## src/rtl/msbr_pkg.sv

```systemverilog
// ----------------------------------------------------------------------------
// MSB-first bit reader package
// Shared field widths, status and action codes, and item types.
// ----------------------------------------------------------------------------
package msbr_pkg;

  localparam int ByteBits  = 8;
  localparam int CountW    = 6;
  localparam int HeldW     = 7;
  localparam int OutW      = 32;

  typedef enum logic [1:0] {
    StatusOk        = 2'd0,
    StatusUnderflow = 2'd1,
    StatusOverflow  = 2'd2
  } status_e;

  typedef enum logic {
    ActPush = 1'b0,
    ActRead = 1'b1
  } action_e;

  typedef struct packed {
    action_e               action;
    logic [ByteBits-1:0]   byte_in;
    logic [CountW-1:0]     bit_count;
  } in_item_t;

  typedef struct packed {
    logic [OutW-1:0]       bits_out;
    status_e               status;
    logic [HeldW-1:0]      bits_available;
  } out_item_t;

endpackage

```

## src/rtl/msbr_in_if.sv

```systemverilog
// ----------------------------------------------------------------------------
// MSB-first bit reader request channel
// Valid/ready channel that carries one push or read request.
// ----------------------------------------------------------------------------
interface msbr_in_if;
  import msbr_pkg::*;

  logic                valid;
  logic                ready;
  logic                action;
  logic [ByteBits-1:0] byte_in;
  logic [CountW-1:0]   bit_count;

  modport source (output valid, action, byte_in, bit_count, input ready);
  modport sink   (input valid, action, byte_in, bit_count, output ready);
endinterface

```

## src/rtl/msbr_out_if.sv

```systemverilog
// ----------------------------------------------------------------------------
// MSB-first bit reader result channel
// Valid/ready channel that carries one result per request.
// ----------------------------------------------------------------------------
interface msbr_out_if;
  import msbr_pkg::*;

  logic             valid;
  logic             ready;
  logic [OutW-1:0]  bits_out;
  status_e          status;
  logic [HeldW-1:0] bits_available;

  modport source (output valid, bits_out, status, bits_available, input ready);
  modport sink   (input valid, bits_out, status, bits_available, output ready);
endinterface

```

## src/rtl/msbr_step.sv

```systemverilog
// ----------------------------------------------------------------------------
// MSB-first bit reader step
// Next bit store and result for one request: byte append or funnel extract.
// ----------------------------------------------------------------------------
module msbr_step #(
  parameter int BUFFER_BYTES  = 8,
  parameter int MAX_READ_BITS = 32
) (
  input  msbr_pkg::in_item_t                        item_i,
  input  logic [BUFFER_BYTES*msbr_pkg::ByteBits-1:0] store_i,
  input  logic [msbr_pkg::HeldW-1:0]                held_i,
  output logic [BUFFER_BYTES*msbr_pkg::ByteBits-1:0] store_o,
  output logic [msbr_pkg::HeldW-1:0]                held_o,
  output msbr_pkg::out_item_t                       res_o
);
  import msbr_pkg::*;

  localparam int CapBits = BUFFER_BYTES * ByteBits;
  localparam int ExtW    = (CapBits > OutW) ? CapBits : OutW;
  localparam logic [HeldW:0]    CapLimit = (HeldW+1)'(CapBits);
  localparam logic [HeldW:0]    ByteStep = (HeldW+1)'(ByteBits);
  localparam logic [CountW-1:0] MaxCnt   = CountW'(MAX_READ_BITS);

  logic [HeldW:0]            room_sum;
  logic                      push_full;
  logic [CapBits+ByteBits-1:0] appended;
  logic [CountW-1:0]         cnt;
  logic                      read_short;
  logic [HeldW-1:0]          rest;
  logic [ExtW-1:0]           store_ext;
  logic [ExtW-1:0]           extracted;
  logic [CapBits-1:0]        keep_mask;

  always_comb begin
    // push path
    room_sum  = {1'b0, held_i} + ByteStep;
    push_full = room_sum > CapLimit;
    appended  = {store_i, item_i.byte_in};

    // read path: saturate count, extract from the top of the held bits
    cnt        = (item_i.bit_count > MaxCnt) ? MaxCnt : item_i.bit_count;
    read_short = {1'b0, cnt} > held_i;
    rest       = held_i - {1'b0, cnt};
    store_ext  = ExtW'(store_i);
    extracted  = (store_ext >> rest) & ~({ExtW{1'b1}} << cnt);
    keep_mask  = ~({CapBits{1'b1}} << rest);
  end

  always_comb begin
    store_o      = store_i;
    held_o       = held_i;
    res_o.bits_out = '0;
    res_o.status   = StatusOk;
    unique case (item_i.action)
      ActPush: begin
        if (push_full) begin
          res_o.status = StatusOverflow;
        end else begin
          store_o = appended[CapBits-1:0];
          held_o  = room_sum[HeldW-1:0];
        end
      end
      ActRead: begin
        if (read_short) begin
          res_o.status = StatusUnderflow;
        end else begin
          store_o        = store_i & keep_mask;
          held_o         = rest;
          res_o.bits_out = extracted[OutW-1:0];
        end
      end
      default: res_o.status = StatusOk;
    endcase
    res_o.bits_available = held_o;
  end

endmodule

```

## src/rtl/msb_first_bit_reader_unit.sv

```systemverilog
// ----------------------------------------------------------------------------
// MSB-first bit reader unit
// Byte-fed bit buffer that serves right-aligned MSB-first bit fields.
// ----------------------------------------------------------------------------
// Requests are either a byte push (appended at the tail of a buffer of
// BUFFER_BYTES bytes) or a read of 0 to MAX_READ_BITS bits (larger counts
// saturate), returned right-aligned with the oldest bit most significant;
// only the 32 least significant bits of a wider read are returned. Every
// request produces exactly one result carrying the bits read, a status
// (ok, underflow on a read asking for more than is held, overflow on a
// push with less than a byte of room) and the number of bits held
// afterwards. A failed request leaves the buffer untouched. Throughput is
// one request per cycle while the result side keeps up; an accepted
// request is loaded into the request register, and the single
// funnel-shift/append step on the bit store then writes the result
// register, which presents the result.
// Backpressure on the result side stalls the request register, and the
// request side keeps accepting while the request register is free or
// draining.
// ----------------------------------------------------------------------------
module msb_first_bit_reader_unit #(
  parameter int BUFFER_BYTES  = 8,
  parameter int MAX_READ_BITS = 32
) (
  input  logic              clk_i,
  input  logic              rst_ni,
  msbr_in_if.sink           in_i,
  msbr_out_if.source        out_o
);
  import msbr_pkg::*;

  localparam int CapBits = BUFFER_BYTES * ByteBits;

  // request register
  logic      req_valid_q;
  in_item_t  req_q;
  // result register
  logic      res_valid_q;
  out_item_t res_q;
  // bit store
  logic [CapBits-1:0] store_q, store_d;
  logic [HeldW-1:0]   held_q, held_d;
  out_item_t          res_d;

  logic step_fire;
  logic req_take;

  // advance the step when a request waits and the result slot is free or draining
  assign step_fire = req_valid_q && (!res_valid_q || out_o.ready);
  assign in_i.ready = !req_valid_q || step_fire;
  assign req_take   = in_i.valid && in_i.ready;

  msbr_step #(
    .BUFFER_BYTES (BUFFER_BYTES),
    .MAX_READ_BITS(MAX_READ_BITS)
  ) u_step (
    .item_i (req_q),
    .store_i(store_q),
    .held_i (held_q),
    .store_o(store_d),
    .held_o (held_d),
    .res_o  (res_d)
  );

  // request register: load on accept, drop when consumed by the step
  always_ff @(posedge clk_i or negedge rst_ni) begin
    if (!rst_ni) begin
      req_valid_q <= 1'b0;
    end else if (req_take) begin
      req_valid_q <= 1'b1;
    end else if (step_fire) begin
      req_valid_q <= 1'b0;
    end
  end

  always_ff @(posedge clk_i) begin
    if (req_take) begin
      req_q.action    <= action_e'(in_i.action);
      req_q.byte_in   <= in_i.byte_in;
      req_q.bit_count <= in_i.bit_count;
    end
  end

  // bit store: commit the step's next state
  always_ff @(posedge clk_i or negedge rst_ni) begin
    if (!rst_ni) begin
      store_q <= '0;
      held_q  <= '0;
    end else if (step_fire) begin
      store_q <= store_d;
      held_q  <= held_d;
    end
  end

  // result register: hold until taken
  always_ff @(posedge clk_i or negedge rst_ni) begin
    if (!rst_ni) begin
      res_valid_q <= 1'b0;
    end else if (step_fire) begin
      res_valid_q <= 1'b1;
    end else if (out_o.ready) begin
      res_valid_q <= 1'b0;
    end
  end

  always_ff @(posedge clk_i) begin
    if (step_fire) begin
      res_q <= res_d;
    end
  end

  assign out_o.valid          = res_valid_q;
  assign out_o.bits_out       = res_q.bits_out;
  assign out_o.status         = res_q.status;
  assign out_o.bits_available = res_q.bits_available;

  // ---------------------------------------------------------------------------
  // Assertions
  // ---------------------------------------------------------------------------
  a_held_in_range: assert property (@(posedge clk_i) disable iff (!rst_ni)
    held_q <= HeldW'(CapBits))
    else $error("held bit count exceeds buffer capacity");

  a_store_clean: assert property (@(posedge clk_i) disable iff (!rst_ni)
    (store_q >> held_q) == '0)
    else $error("bit store holds stale bits above the held ones");

  a_result_tracks_state: assert property (@(posedge clk_i) disable iff (!rst_ni)
    step_fire |=> (res_q.bits_available == held_q))
    else $error("reported bit count differs from the committed state");

  a_fail_no_bits: assert property (@(posedge clk_i) disable iff (!rst_ni)
    (res_valid_q && res_q.status != StatusOk) |-> (res_q.bits_out == '0))
    else $error("failed request returned bits");

  a_state_idle_stable: assert property (@(posedge clk_i) disable iff (!rst_ni)
    !step_fire |=> ($stable(held_q) && $stable(store_q)))
    else $error("bit store changed without a request");

endmodule

```

## src/flat_wrapper.sv

```systemverilog
// flat-port wrapper written by rule: the top's interface ports become plain ports
module msb_first_bit_reader_unit_flat import msbr_pkg::*;
#(
  parameter int BUFFER_BYTES  = 8,
  parameter int MAX_READ_BITS = 32
)
  (clk_i, rst_ni, in_i_valid, in_i_action, in_i_byte_in, in_i_bit_count, in_i_ready, out_o_valid, out_o_bits_out, out_o_status, out_o_bits_available, out_o_ready);
  msbr_in_if in_i_i ();
  msbr_out_if out_o_i ();
  input  logic clk_i;
  input  logic rst_ni;
  input wire logic [$bits(in_i_i.valid)-1:0] in_i_valid;
  input wire logic [$bits(in_i_i.action)-1:0] in_i_action;
  input wire logic [$bits(in_i_i.byte_in)-1:0] in_i_byte_in;
  input wire logic [$bits(in_i_i.bit_count)-1:0] in_i_bit_count;
  output wire logic [$bits(in_i_i.ready)-1:0] in_i_ready;
  output wire logic [$bits(out_o_i.valid)-1:0] out_o_valid;
  output wire logic [$bits(out_o_i.bits_out)-1:0] out_o_bits_out;
  output wire logic [$bits(out_o_i.status)-1:0] out_o_status;
  output wire logic [$bits(out_o_i.bits_available)-1:0] out_o_bits_available;
  input wire logic [$bits(out_o_i.ready)-1:0] out_o_ready;
  assign in_i_i.valid = in_i_valid;
  assign in_i_i.action = in_i_action;
  assign in_i_i.byte_in = in_i_byte_in;
  assign in_i_i.bit_count = in_i_bit_count;
  assign in_i_ready = in_i_i.ready;
  assign out_o_valid = out_o_i.valid;
  assign out_o_bits_out = out_o_i.bits_out;
  assign out_o_status = out_o_i.status;
  assign out_o_bits_available = out_o_i.bits_available;
  assign out_o_i.ready = out_o_ready;
  msb_first_bit_reader_unit #(.BUFFER_BYTES(BUFFER_BYTES), .MAX_READ_BITS(MAX_READ_BITS)) u_core (.clk_i(clk_i), .rst_ni(rst_ni), .in_i(in_i_i), .out_o(out_o_i));
endmodule
```

## config.mk

```make
export PLATFORM = sky130hd
export DESIGN_NAME = msb_first_bit_reader_unit_flat
export DESIGN_NICKNAME = d
export VERILOG_FILES = /design/src/rtl/msbr_pkg.sv /design/src/rtl/msbr_in_if.sv /design/src/rtl/msbr_out_if.sv /design/src/rtl/msbr_step.sv /design/src/rtl/msb_first_bit_reader_unit.sv /design/src/flat_wrapper.sv
export SDC_FILE = /design/constraint.sdc
export NUM_CORES = 1
export LEC_CHECK = 0
export ABC_AREA = 1
export ABC_CLOCK_PERIOD_IN_PS = 2800
export CORE_MARGIN = 4
export CORE_UTILIZATION = 40
export DETAILED_ROUTE_END_ITERATION = 12
export DONT_BUFFER_PORTS = 1
export HOLD_SLACK_MARGIN = 0.02
export SYNTH_ARGS = -nofsm -noshare
export SYNTH_HDL_FRONTEND = slang
export SYNTH_SLANG_ARGS = --single-unit
export TNS_END_PERCENT = 1
```

## constraint.sdc

```tcl
create_clock -name clk_i -period 2.8 [get_ports clk_i]
set_input_delay 0.28 -clock clk_i [delete_from_list [all_inputs] [get_ports clk_i]]
set_output_delay 0.28 -clock clk_i [all_outputs]
set_load 0.02 [all_outputs]
```

======== Yosys cells after proc, flatten, opt, wreduce, memory -nomap -nowiden ========
Index checks and enable logic that the tools add are counted.
word-level totals
  output and inout bits ................... 43
  bits in writable memories ............... 0
  register bits ........................... 129
  latch bits .............................. 0
  memory bits (read-only) ................. 0
  memories kept ........................... 0
  bits of input ports ..................... 19
operators by class
  add/sub/neg operators ................... 2
  $lt $le $gt $ge ......................... 3
  $mul .................................... 0
  bitwise logic cells ..................... 5
  muxes and demuxes ....................... 14
  shifts and indexed selects .............. 3
  div/mod/pow operators ................... 0
  eq/ne operators ......................... 2
  reduce and logical (&&, ||, !) cells .... 10
operators with widths
  cell                                                 number
  two-way mux 64 bit                                   2
  case mux 64 bit (2 select lines)                     1
  bitwise AND 64 bit                                   1
  NOT 64 bit                                           1
  << shifter 64 x 6 -> 32 bit (first input constant)   1
  << shifter 64 x 7 -> 64 bit (first input constant)   1
  right shift 64 x 7 -> 32 bit                         1
  bitwise AND 32 bit                                   1
  NOT 32 bit                                           1
  two-way mux 7 bit                                    2
  case mux 7 bit (2 select lines)                      1
  adder 7 x 4 -> 8 bit (second input constant)         1
  > comparator 8 x 7 -> 1 bit (second input constant)  1
  > comparator 6 x 7 -> 1 bit                          1
  subtractor 7 x 6 -> 7 bit                            1
  > comparator 6 bit (second input constant)           1
  two-way mux 6 bit                                    1
  two-way mux 1 bit                                    5
  != test 2 bit (second input constant)                2
  case mux 2 bit (2 select lines)                      1
  nonzero test 2 bit                                   2
  AND reduction 3 bit                                  1
  logical AND 1 bit                                    2
  logical NOT 1 bit                                    2
  4 further kinds                                      5

======== Logic depth before layout (Yosys ltp) ========
Gate-level depths: netlist of run 1.
  depth in word-level cells ............... 8
  gate-level depth with buffers ........... 19
  mapped depth without buffers ............ 17

======== By module ========
A second synthesis of run 1 with hierarchy kept.
unflattened totals
  cell total of the unflattened synthesis .. 1773
  area, all modules ....................... 11267.1 um^2
modules (own cells, without submodules)
  module                     instances  area each (um^2)  sequential area each (um^2)  cells an instance
  msbr_step                  1          6697.7            0.0                          1400
  msb_first_bit_reader_unit  1          4569.4            3508.4                       373

======== Least setup slack after synthesis of run 1 ========
Ideal clock, no wire load.
  path kind ............................... flip-flop to flip-flop
  from .................................... reg u_core.req_q[5] in the netlist's numbering
  to ...................................... reg u_core.res_q, in the netlist u_core.out_o.bits_out[24], data pin
  setup time .............................. 0.255 ns
  required time ........................... 2.545 ns
  slack ................................... 0.156 ns
  stages on the path, launching flop included .. 14
  data arrival time ....................... 2.389 ns
  cell sequence ........................... edfxtp_1 -> nor2_1 -> ha_1 -> fa_1 -> buf_2 -> inv_2 -> clkbuf_1 -> nand3_1 -> nand3_1 -> nand3_1 -> nand2_1 -> nand2_1 -> a21oi_1 -> nor2_1
on the way
  cells in the longest elaborated chain, start to end .. 5
  elaborated cells between the ends (all ways) .. 9
  classes of those cells .................. add/sub (1); order compare (2); shift (2); mux (1); bitwise (2); reduce/logical (1)
RTL lines
  what                                                                             RTL line                          RTL
  start, declared                                                                  msb_first_bit_reader_unit.sv:36   in_item_t req_q;
  > comparator 6 bit                                                               msbr_step.sv:41                   cnt = (item_i.bit_count > MaxCnt) ? MaxCnt : item_i.bit_count;
  two-way mux 6 bit (*)                                                            msbr_step.sv:41
  subtractor 7 x 6 -> 7 bit / << shifter 64 x 6 -> 32 bit (equally long branches)  msbr_step.sv:43, msbr_step.sv:45
  right shift 64 x 7 -> 32 bit / NOT 32 bit (equally long branches)                msbr_step.sv:45                   extracted = (store_ext >> rest) & ~({ExtW{1'b1}} << cnt);
  bitwise AND 32 bit                                                               msbr_step.sv:45
  end signal, assigned                                                             msb_first_bit_reader_unit.sv:108  res_q <= res_d;
  end, declared                                                                    msb_first_bit_reader_unit.sv:39   out_item_t res_q;
Mark *: on every way between the ends. The rest lies on a longest branch, timed or not.
A chain may end at the register's enable or synchronous reset.

======== Worst setup path in the final report of run 1 ========
  from .................................... reg u_core.req_q[0] in the netlist's numbering
  to ...................................... reg u_core.res_q, in the netlist u_core.out_o.bits_out[28], data pin
The elaborated chain is that of the path after synthesis.

==> results.yml, run 1 <==
clock_tree:
  cts_tree: "done"
  cts_buffer_depth: 2
  path_clk_slew_ns: 0.07
  root_buffer: "clkbuf_16"
  h-tree-depth: 4
  clock_latency_ns: 0.44
  clkSinkCount: 129
  cts_made_buffers: 17
die:
  rows: 59
  die_w_um: 170
  start_util_pct: 40.5
  dieHeight_um: 170
  die-area_um2: 28900
  io-pin-count: 62
  core_area_um2: 25900
setup_path:
  critPathMaxStageDelay_ns: 0.61
  cp_common_cell: "nand3_1"
  r2r_slack_ns: -0.08
  endpoint_kind: "flip-flop"
  slowest_stage: "fa_2"
  path_cells: "inv_2 > nor2_2 > buf_4 > ha_2 > fa_2 > buf_12 > buf_12 > nand3_1 > nand3_1 > nand3_1 > nand3_1 > nand3_1 > nand2_1 > nor2_1"
  crit_end: "u_core.out_o.bits_out[28]$_SDFFCE_PP0P_"
  r2r_start: "u_core.req_q[0]$_DFFE_PP_"
  cp_max_fo: 15
  critPathLaunch: "u_core.req_q[0]$_DFFE_PP_"
  cp_data_required_time_ns: 2.99
  rr_worst_depth: 14
  worstReg2RegEnd: "u_core.out_o.bits_out[28]$_SDFFCE_PP0P_"
  crit_arrival_ns: 3.06
  path_class: "reg2reg"
  crit_path_start_kind: "flip-flop"
timing:
  fin_ws_ns: -0.0758
  maxSlewHeadroom_pct: 56.5
  maxSlewViolCount: 0
  timing.clock.skew_ns: 0.0157
  hold_viol: 0
  setup_violations: 10
  tightest_slew_ns: 0.652
  fin_crit_ns: 2.88
  rsz0062_at_grt: "true"
  fin_crit_sh_pct: 103
  timing.fmax_ghz: 0.348
grt:
  grt_pass1_wl_um: 63400
  grt_pass1_vias: 11200
  antenna_found_initial: 0
  grt_overflow: 0
  grt_max_degree: 74
  grtUsageTotal_pct: 28.1
synthesis:
  synth_cells: 1669
  seq_area_frac_synth_pct: 33.4
  yosysWarnings: 0
  synthDominantAreaCellType: "nand3_1"
  synthTopCellsByArea: "nand3_1, nand2_1, dfrtp_1"
  avgSynthCellArea_um2: 6.29
  synth_commonest_cells: "nand2_1, nand3_1, dfrtp_1"
  async_flop_share_pct: 56.6
  synth_flop_cell: "dfrtp_1"
  syn_area_um2: 10500
  synth_cell_type_count: 31
  synth.most_common_cell: "nand2_1"
  ys_seq_elements: 129
  synth_nets: 1696
  synth_top_cell_area_share_pct: 27.2
  synth_edf_count: 56
layout:
  area_growth_pct: 20.7
  fillCellCount: 2667
  layout.nets: 1731
  antennaDiodeCount: 0
  final_core_util_pct: 48.8
  drive_above_1_share_pct: 15.4
routing:
  drt_wl_total_um: 41500
  vias: 12000
  vias_per_cell: 5.83
  drc: 0
  firstDrtPassIters: 7
  wl_per_cell_um: 20.2
  ant_nets: 0
  drt_iter0_markers: 1483
job:
  drv_cap: 0
run_status:
  violations: "negative setup slack"
  status: "finished, violations left"
min_path:
  holdPathStages: 3
  hp-class: "in2reg"
place:
  dp_hpwl_um: 30000
  routabilityCongestion: 0.940
  io_buffers: 0
-- stage by stage --
step	std cells	worst slack, ns	setup TNS [ns]	cell area (µm²)	hold slack, ns
CTS	2047	-0.0474	-0.341	12200	0.0454
global placement	1994	-0.0590	-0.158	11300	-0.0119
global route	2052	-0.156	-6.12	12700	0.0733
finish	2052	-0.0758	-0.263	12700	0.0453
detailed placement	1994	-0.0636	-0.254	11300	-0.0113
floorplan	1669	0.156	0	10500	-0.0156
-- cells in the final DEF, fill, tap and decap left out, drive strengths merged, types with 2 or more instances in the layout --
master	synthesis	routed
clkbuf	23	19
inv	64	74
o21bai	4	4
nor2	76	76
dlygate4sd3	0	17
ha	7	7
dfrtp	73	73
buf	92	112
a31oi	3	3
nand4	3	3
a21oi	34	34
edfxtp	56	56
clkinv	0	4
nand3	574	574
nand3b	2	2
o21ai	30	30
nor3	5	5
nand2	619	619
-- how the worst min path moves through the flow --
stage                 from                        endpoint
2_1_floorplan       rst_ni    u_core.held_q[0]$_DFFE_PN0P_
3_3_place_gp        rst_ni    u_core.held_q[6]$_DFFE_PN0P_
3_5_place_dp        rst_ni  u_core.req_valid_q$_DFFE_PN0P_
4_1_cts        out_o_ready  u_core.out_o.valid$_DFFE_PN0P_
5_1_grt        out_o_ready  u_core.out_o.valid$_DFFE_PN0P_
6_report       out_o_ready  u_core.out_o.valid$_DFFE_PN0P_
-- routing by layer --
metal	vias to the layer above	track usage (%)	share of wire [%]	routed length, µm
li1	5682	-	-	-
met1	5569	37.4	42	17400
met2	576	45.4	46	19100
met3	126	4.32	6.8	2820
met4	0	12.5	5.3	2220
met5	-	0	0	0
-- final cells by class --
| type | count | area, µm² | share of cell area (%) |
|---|---|---|---|
| Sequential cell | 129 | 3510 | 27.7 |
| Tap cell | 335 | 419 | 3.31 |
| Timing Repair Buffer | 131 | 1410 | 11.1 |
| Inverter | 64 | 245 | 1.94 |
| Multi-Input combinational cell | 1361 | 6520 | 51.5 |
| Clock inverter | 15 | 135 | 1.07 |
| Clock buffer | 17 | 425 | 3.36 |
-- repair_timing --
item | in CTS | in global routing
cloned | 2 | 2
endpoints found under the hold margin | 89 | 0
hold buffers | 18 | 0
pin swaps | 2 | 11
setup buffers | 1 | 3
resized for setup | 19 | 102
setup endpoints to repair | 27 | 98
-- critical path, delay by kind of cell, from the launching register on --
kind,cells,cell delay (ns)
simple gates,8,0.87
flops,1,0.42
fa+ha+maj,2,0.79
buf+inv,4,0.53
-- cells by family (layout without fill, tap and decap cells) --
group | after synthesis | count (layout) | share of synthesized area [%]
AO/OA/AOI/OAI | 71 | 71 | 3.66
XOR/XNOR | 2 | 2 | 0.167
adder cells (fa/ha/maj) | 8 | 8 | 1.03
buffers and inverters | 179 | 227 | 8.25
flip-flops | 129 | 129 | 33.4
AND/OR/NAND/NOR | 1280 | 1280 | 53.4
-- registers in the layout (all words and copies together) (netlist names) --
signal and cells:
u_core.req_q 15, u_core.req_valid_q 1, u_core.held_q 7, u_core.store_q 64, u_core.out_o.bits_available 7, u_core.out_o.status 2, u_core.out_o.valid 1, u_core.out_o.bits_out 32
Power of run 1 is not shown: default switching activity piles up to over one toggle a cycle in this logic, so the estimate is an artifact.
==> run 2, diff against run 1 <==
--- a/config.mk
+++ b/config.mk
@@ -7,8 +7,9 @@
 export LEC_CHECK = 0
 export ABC_AREA = 1
 export ABC_CLOCK_PERIOD_IN_PS = 2800
-export CORE_MARGIN = 4
+export CORE_MARGIN = 5
 export CORE_UTILIZATION = 40
+export CTS_BUF_LIST = sky130_fd_sc_hd__clkbuf_16
 export DETAILED_ROUTE_END_ITERATION = 12
 export DONT_BUFFER_PORTS = 1
 export HOLD_SLACK_MARGIN = 0.02
==> run 2 against run 1 <==
Against the previous run:
- the run now ends clean
- cell area is 0.25% lower
- final cell count is 0.49% lower
- setup slack improved by 0.087 ns
- first-iteration DRC count is 7.6% higher
- worst hold slack better by 0.0024 ns
- die area rose by 2.4%
- clock-buffer cell count did not move
- maximum frequency increased by 3.1%
- via count increased by 1.2%
- sequential share of layout area increased by 0.068 points
- critical path depth is the same
- sequential cell count stayed put
==> results.yml, run 2 (synthesis results as in run 1) <==
die:
  io-pin-count: 62
  dieHeight_um: 172
  die-area_um2: 29600
  start_util_pct: 40.5
  rows: 59
  die_w_um: 172
  core_area_um2: 25900
grt:
  grt_max_degree: 74
  antenna_found_initial: 0
  grt_overflow: 0
  grtUsageTotal_pct: 28.0
  grt_pass1_wl_um: 63700
  grt_pass1_vias: 11000
layout:
  antennaDiodeCount: 0
  drive_above_1_share_pct: 14.4
  final_core_util_pct: 48.7
  area_growth_pct: 20.4
  top_register: "u_core.store_q"
  final_common_cell: "nand2_1"
  mostFrequentLayoutCells: "nand2_1, nand3_1, dfrtp_1, buf_4, nor2_1"
  fillCellCount: 2682
  layout.nets: 1721
  largest_reg_flops: 64
timing:
  tightest_slew_ns: 0.687
  maxSlewViolCount: 0
  maxSlewHeadroom_pct: 54.2
  rsz0062_at_grt: "true"
  fin_crit_sh_pct: 99.6
  setup_violations: 0
  timing.clock.skew_ns: 0.0132
  fin_crit_ns: 2.79
  hold_viol: 0
  fin_ws_ns: 0.0109
  timing.fmax_ghz: 0.359
clock_tree:
  clock_latency_ns: 0.43
  cts_tree: "done"
  cts_buffer_depth: 2
  cts_made_buffers: 17
  h-tree-depth: 4
  clkSinkCount: 129
  path_clk_slew_ns: 0.07
  root_buffer: "clkbuf_16"
setup_path:
  path_class: "reg2reg"
  cp_max_fo: 18
  endpoint_kind: "flip-flop"
  crit_family: "simple AND/OR/NAND/NOR gates"
  crit_arrival_ns: 2.97
  crit_path_start_kind: "flip-flop"
  path_cells: "inv_2 > nor2_2 > ha_2 > fa_2 > inv_2 > nand3_2 > nand2_1 > nand2_1 > nand2_4 > buf_12 > buf_12 > nand3_1 > a21oi_2 > nor2_1"
  cp_data_required_time_ns: 2.98
  worst-path-buf-inv: 4
  slowest_stage: "edfxtp_1"
  critPathMaxStageDelay_ns: 0.42
routing:
  drt_wl_total_um: 42800
  firstDrtPassIters: 6
  wl_per_cell_um: 21.0
  drc: 0
  ant_nets: 0
  vias: 12100
  drt_iter0_markers: 1596
  vias_per_cell: 5.92
place:
  routabilityCongestion: 0.982
  io_buffers: 0
  dp_hpwl_um: 31000
  dpl_worst_slack_ns: -0.202
job:
  drv_cap: 0
min_path:
  hp-class: "in2reg"
run_status:
  status: "finished, final reports clean"
run 2: metal layers:
layer / wire length [µm] / global-route usage (%)
met1: 17400 / 37.4
met2: 19500 / 44.5
met3: 3640 / 4.98
met4: 2270 / 12.7
met5: 0 / 0
run 2: layout make-up:
class                   instances  area (µm²)  share of cell area (%)
inverters                      64         243                    1.92
repair buffers                121        1430                    11.3
flip-flops and latches        129        3510                    27.8
clock buffers                  17         425                    3.37
clock inverters                15         104                   0.823
well taps                     335         419                    3.32
multi-input cells            1361        6500                    51.5
run 2: path summary, 6_finish.rpt:
check | startpoint | endpoint | slack, ns | cells after the start
hold / removal | out_o_ready | u_core.out_o.valid$_DFFE_PN0P_ | 0.05 | 3
min in group asynchronous | rst_ni | u_core.held_q[5]$_DFFE_PN0P_ | 0.39 | 2
setup / recovery | u_core.req_q[0]$_DFFE_PP_ | u_core.out_o.bits_out[8]$_SDFFCE_PP0P_ | 0.01 | 14
setup reg to reg | u_core.req_q[0]$_DFFE_PP_ | u_core.out_o.bits_out[8]$_SDFFCE_PP0P_ | 0.01 | 14
hold reg to reg | u_core.req_q[11]$_DFFE_PP_ | u_core.store_q[5]$_DFFE_PN0P_ | 0.50 | 2
max in group asynchronous | rst_ni | u_core.store_q[11]$_DFFE_PN0P_ | 2.07 | 2
run 2: repair_timing:
item                                    in CTS  in global routing
hold buffers                                18                  0
gates resized for setup                     11                 88
endpoints found under the hold margin       89                  0
pin swaps                                    1                  6
buffers inserted                             0                  2
endpoints found under the setup margin      37                 96
gates cloned                                 3                  4
run 2: worst register-to-register path, cell delays in order (launching register included):
cell      delay [ns]
edfxtp_1        0.42
inv_2           0.10
nor2_2          0.05
ha_2            0.20
fa_2            0.42
inv_2           0.11
nand3_2         0.09
nand2_1         0.10
nand2_1         0.09
nand2_4         0.15
buf_12          0.19
buf_12          0.17
nand3_1         0.13
a21oi_2         0.25
nor2_1          0.08
run 2: through the flow:
step | instance area [µm²] | TNS (ns) | instances | hold slack (ns)
4_1_cts | 12200 | -0.0617 | 2036 | 0.0464
5_1_grt | 12600 | -1.14 | 2042 | 0.0965
6_report | 12600 | 0 | 2042 | 0.0476
3_5_place_dp | 11300 | -1.63 | 1983 | -0.0120
2_1_floorplan | 10500 | 0 | 1669 | -0.0156
3_3_place_gp | 11300 | -1.63 | 1983 | -0.0134
Power of run 2 is left out for the same reason.
==> run 3, diff against run 2 <==
--- a/config.mk
+++ b/config.mk
@@ -5,7 +5,6 @@
 export SDC_FILE = /design/constraint.sdc
 export NUM_CORES = 1
 export LEC_CHECK = 0
-export ABC_AREA = 1
 export ABC_CLOCK_PERIOD_IN_PS = 2800
 export CORE_MARGIN = 5
 export CORE_UTILIZATION = 40
==> constraint.sdc (replaced) <==
create_clock -name clk_i -period 2.8 [get_ports clk_i]
set_input_delay 0.42 -clock clk_i [delete_from_list [all_inputs] [get_ports clk_i]]
set_output_delay 0.42 -clock clk_i [all_outputs]
set_load 0.02 [all_outputs]
==> run 3 against run 2 <==
Against the previous run:
- the flow now finishes with violations (negative setup slack)
- critical path depth decreased by 3
- setup slack worse by 0.60 ns
- non-clock buffer count up 132
- maximum frequency is 18% lower
- area after synthesis down 7.9%
- die area shrank 7.4%
- worst hold slack gained 0.021 ns
- via count fell by 22%
- highest routed layer unchanged
==> results.yml, run 3 <==
clock_tree:
  root_buffer: "clkbuf_16"
  clock_latency_ns: 0.44
  cts_buffer_depth: 2
  path_clk_slew_ns: 0.07
  clkSinkCount: 129
  cts_made_buffers: 17
  h-tree-depth: 4
  cts_tree: "done"
layout:
  top_register: "u_core.store_q"
  final_common_cell: "buf_4"
  drive_above_1_share_pct: 33.0
  area_growth_pct: 29.6
  largest_reg_flops: 64
  layout.nets: 1232
  mostFrequentLayoutCells: "buf_4, nand2_1, nor2_1, dfrtp_1, o21ai_0"
  final_core_util_pct: 53.0
  antennaDiodeCount: 0
setup_path:
  slowest_stage: "fa_4"
  cp_data_required_time_ns: 2.99
  worst-path-buf-inv: 2
  path_class: "reg2reg"
  crit_path_start_kind: "flip-flop"
  path_cells: "nor2b_4 > ha_4 > fa_4 > buf_6 > mux4_2 > mux2i_1 > buf_4 > nor2_4 > nor3_2 > o221ai_2 > and3_1"
  crit_family: "adder cells"
  critPathMaxStageDelay_ns: 0.89
  cp_max_fo: 6
  endpoint_kind: "flip-flop"
  crit_arrival_ns: 3.58
run_status:
  violations: "negative setup slack"
  status: "finished, violations left"
synthesis:
  synth_nets: 1041
  synthDominantAreaCellType: "dfrtp_1"
  yosysWarnings: 0
  synth_cell_type_count: 77
  avgSynthCellArea_um2: 9.53
  synth_flop_cell: "dfrtp_1"
  async_flop_share_pct: 56.6
  synth_edf_count: 56
  synth_commonest_cells: "nand2_1, nor2_1, dfrtp_1"
  synth.most_common_cell: "nand2_1"
  seq_area_frac_synth_pct: 36.3
  synthTopCellsByArea: "dfrtp_1, edfxtp_1, mux4_2"
  synth_cells: 1014
  syn_area_um2: 9660
  synth_top_cell_area_share_pct: 18.9
  ys_seq_elements: 129
job:
  drv_cap: 0
timing:
  hold_viol: 0
  tightest_slew_ns: 0.619
  worst_hold_slack_ns: 0.0682
  fin_crit_sh_pct: 121
  fin_setup_tns_ns: -36.92
  setup_violations: 108
  timing.fmax_ghz: 0.295
  fin_ws_ns: -0.589
  fin_crit_ns: 3.39
  rsz0062_at_grt: "true"
  maxSlewHeadroom_pct: 58.7
  timing.clock.skew_ns: 0.0179
  maxSlewViolCount: 0
routing:
  wl_per_cell_um: 23.5
  vias_per_cell: 6.12
  vias: 9410
  firstDrtPassIters: 6
  drc: 0
  ant_nets: 0
  drt_iter0_markers: 1160
  drt_wl_total_um: 36200
grt:
  grt_pass1_vias: 9216
  antenna_found_initial: 0
  grtUsageTotal_pct: 27.0
  grt_pass1_wl_um: 55600
  grt_overflow: 0
  grt_max_degree: 74
die:
  core_area_um2: 23600
  io-pin-count: 62
  dieHeight_um: 165
  die_w_um: 165
  die-area_um2: 27400
  start_util_pct: 40.9
  rows: 56
place:
  routabilityCongestion: 1.03
  dpl_worst_slack_ns: -0.644
  dp_hpwl_um: 27400
  io_buffers: 0
min_path:
  hp-class: "in2reg"
==> run 3: cells by family (layout without fill, tap and decap cells) <==
| kind of cell | after synthesis | after routing | share of synthesized area [%] |
|---|---|---|---|
| AOI/OAI and AO/OA | 303 | 303 | 21.6 |
| and+or+nand+nor | 343 | 343 | 15.5 |
| muxes | 127 | 127 | 19.5 |
| xor gates and xnor gates | 8 | 8 | 0.803 |
| adders and majority gates | 8 | 8 | 1.11 |
| DFF | 129 | 129 | 36.3 |
| buffers and inverters | 96 | 300 | 5.13 |
==> run 3: layout make-up <==
| class | instances | area, µm² |
|---|---|---|
| Tap cell | 319 | 399 |
| Fill cell | 2158 | 11100 |
| Timing Repair Buffer | 253 | 2140 |
| Clock inverter | 15 | 163 |
| Clock buffer | 17 | 425 |
| Multi-Input combinational cell | 789 | 5830 |
| Sequential cell | 129 | 3510 |
| Inverter | 15 | 56.3 |
==> run 3: path summary, 6_finish.rpt <==
check | start | to | slack [ns] | cells after the start
min in group asynchronous | rst_ni | u_core.store_q[2]$_DFFE_PN0P_ | 0.50 | 2
worst max register to register | u_core.req_q[0]$_DFFE_PP_ | u_core.out_o.bits_out[4]$_SDFFCE_PP0P_ | -0.59 | 11
worst max-delay path | u_core.req_q[0]$_DFFE_PP_ | u_core.out_o.bits_out[4]$_SDFFCE_PP0P_ | -0.59 | 11
worst min-delay path | in_i_byte_in[5] | u_core.req_q[11]$_DFFE_PP_ | 0.07 | 0
max in group asynchronous | rst_ni | u_core.held_q[1]$_DFFE_PN0P_ | 1.93 | 2
worst min register to register | u_core.req_q[7]$_DFFE_PP_ | u_core.store_q[1]$_DFFE_PN0P_ | 0.47 | 1
==> run 3: metal layers <==
layer | GRT usage (%) | vias to the layer above | share of wire [%]
li1 | - | 4242 | -
met5 | 0 | - | 0
met2 | 43.6 | 432 | 46
met1 | 36.4 | 4655 | 43
met3 | 4.00 | 81 | 6.6
met4 | 11.3 | 0 | 4.1
==> run 3: per-stage QoR <==
| step | cells | area, µm² |
|---|---|---|
| after floorplan | 1014 | 9710 |
| after global placement | 1501 | 11800 |
| after detailed placement | 1501 | 11800 |
| after CTS | 1537 | 12500 |
| after global routing | 1537 | 12500 |
| final | 1537 | 12500 |
==> run 3: what timing repair did <==
item                                   CTS  global route
endpoints found under the hold margin   73             0
hold buffers                             2             0
setup endpoints to repair              110           110
pin swaps                                5             1
buffers inserted                         2             0
gates resized for setup                 18             9
==> run 3: worst reg2reg max path: cells and delay by family (launching register included) <==
| kind | cells | cell delay, ns |
|---|---|---|
| AOI/OAI and AO/OA | 1 | 0.14 |
| adders and majority gates | 2 | 1.05 |
| buffers and inverters | 2 | 0.33 |
| DFF | 1 | 0.38 |
| muxes | 2 | 0.67 |
| and+or+nand+nor | 4 | 0.58 |
Power of run 3 is left out for the same reason.
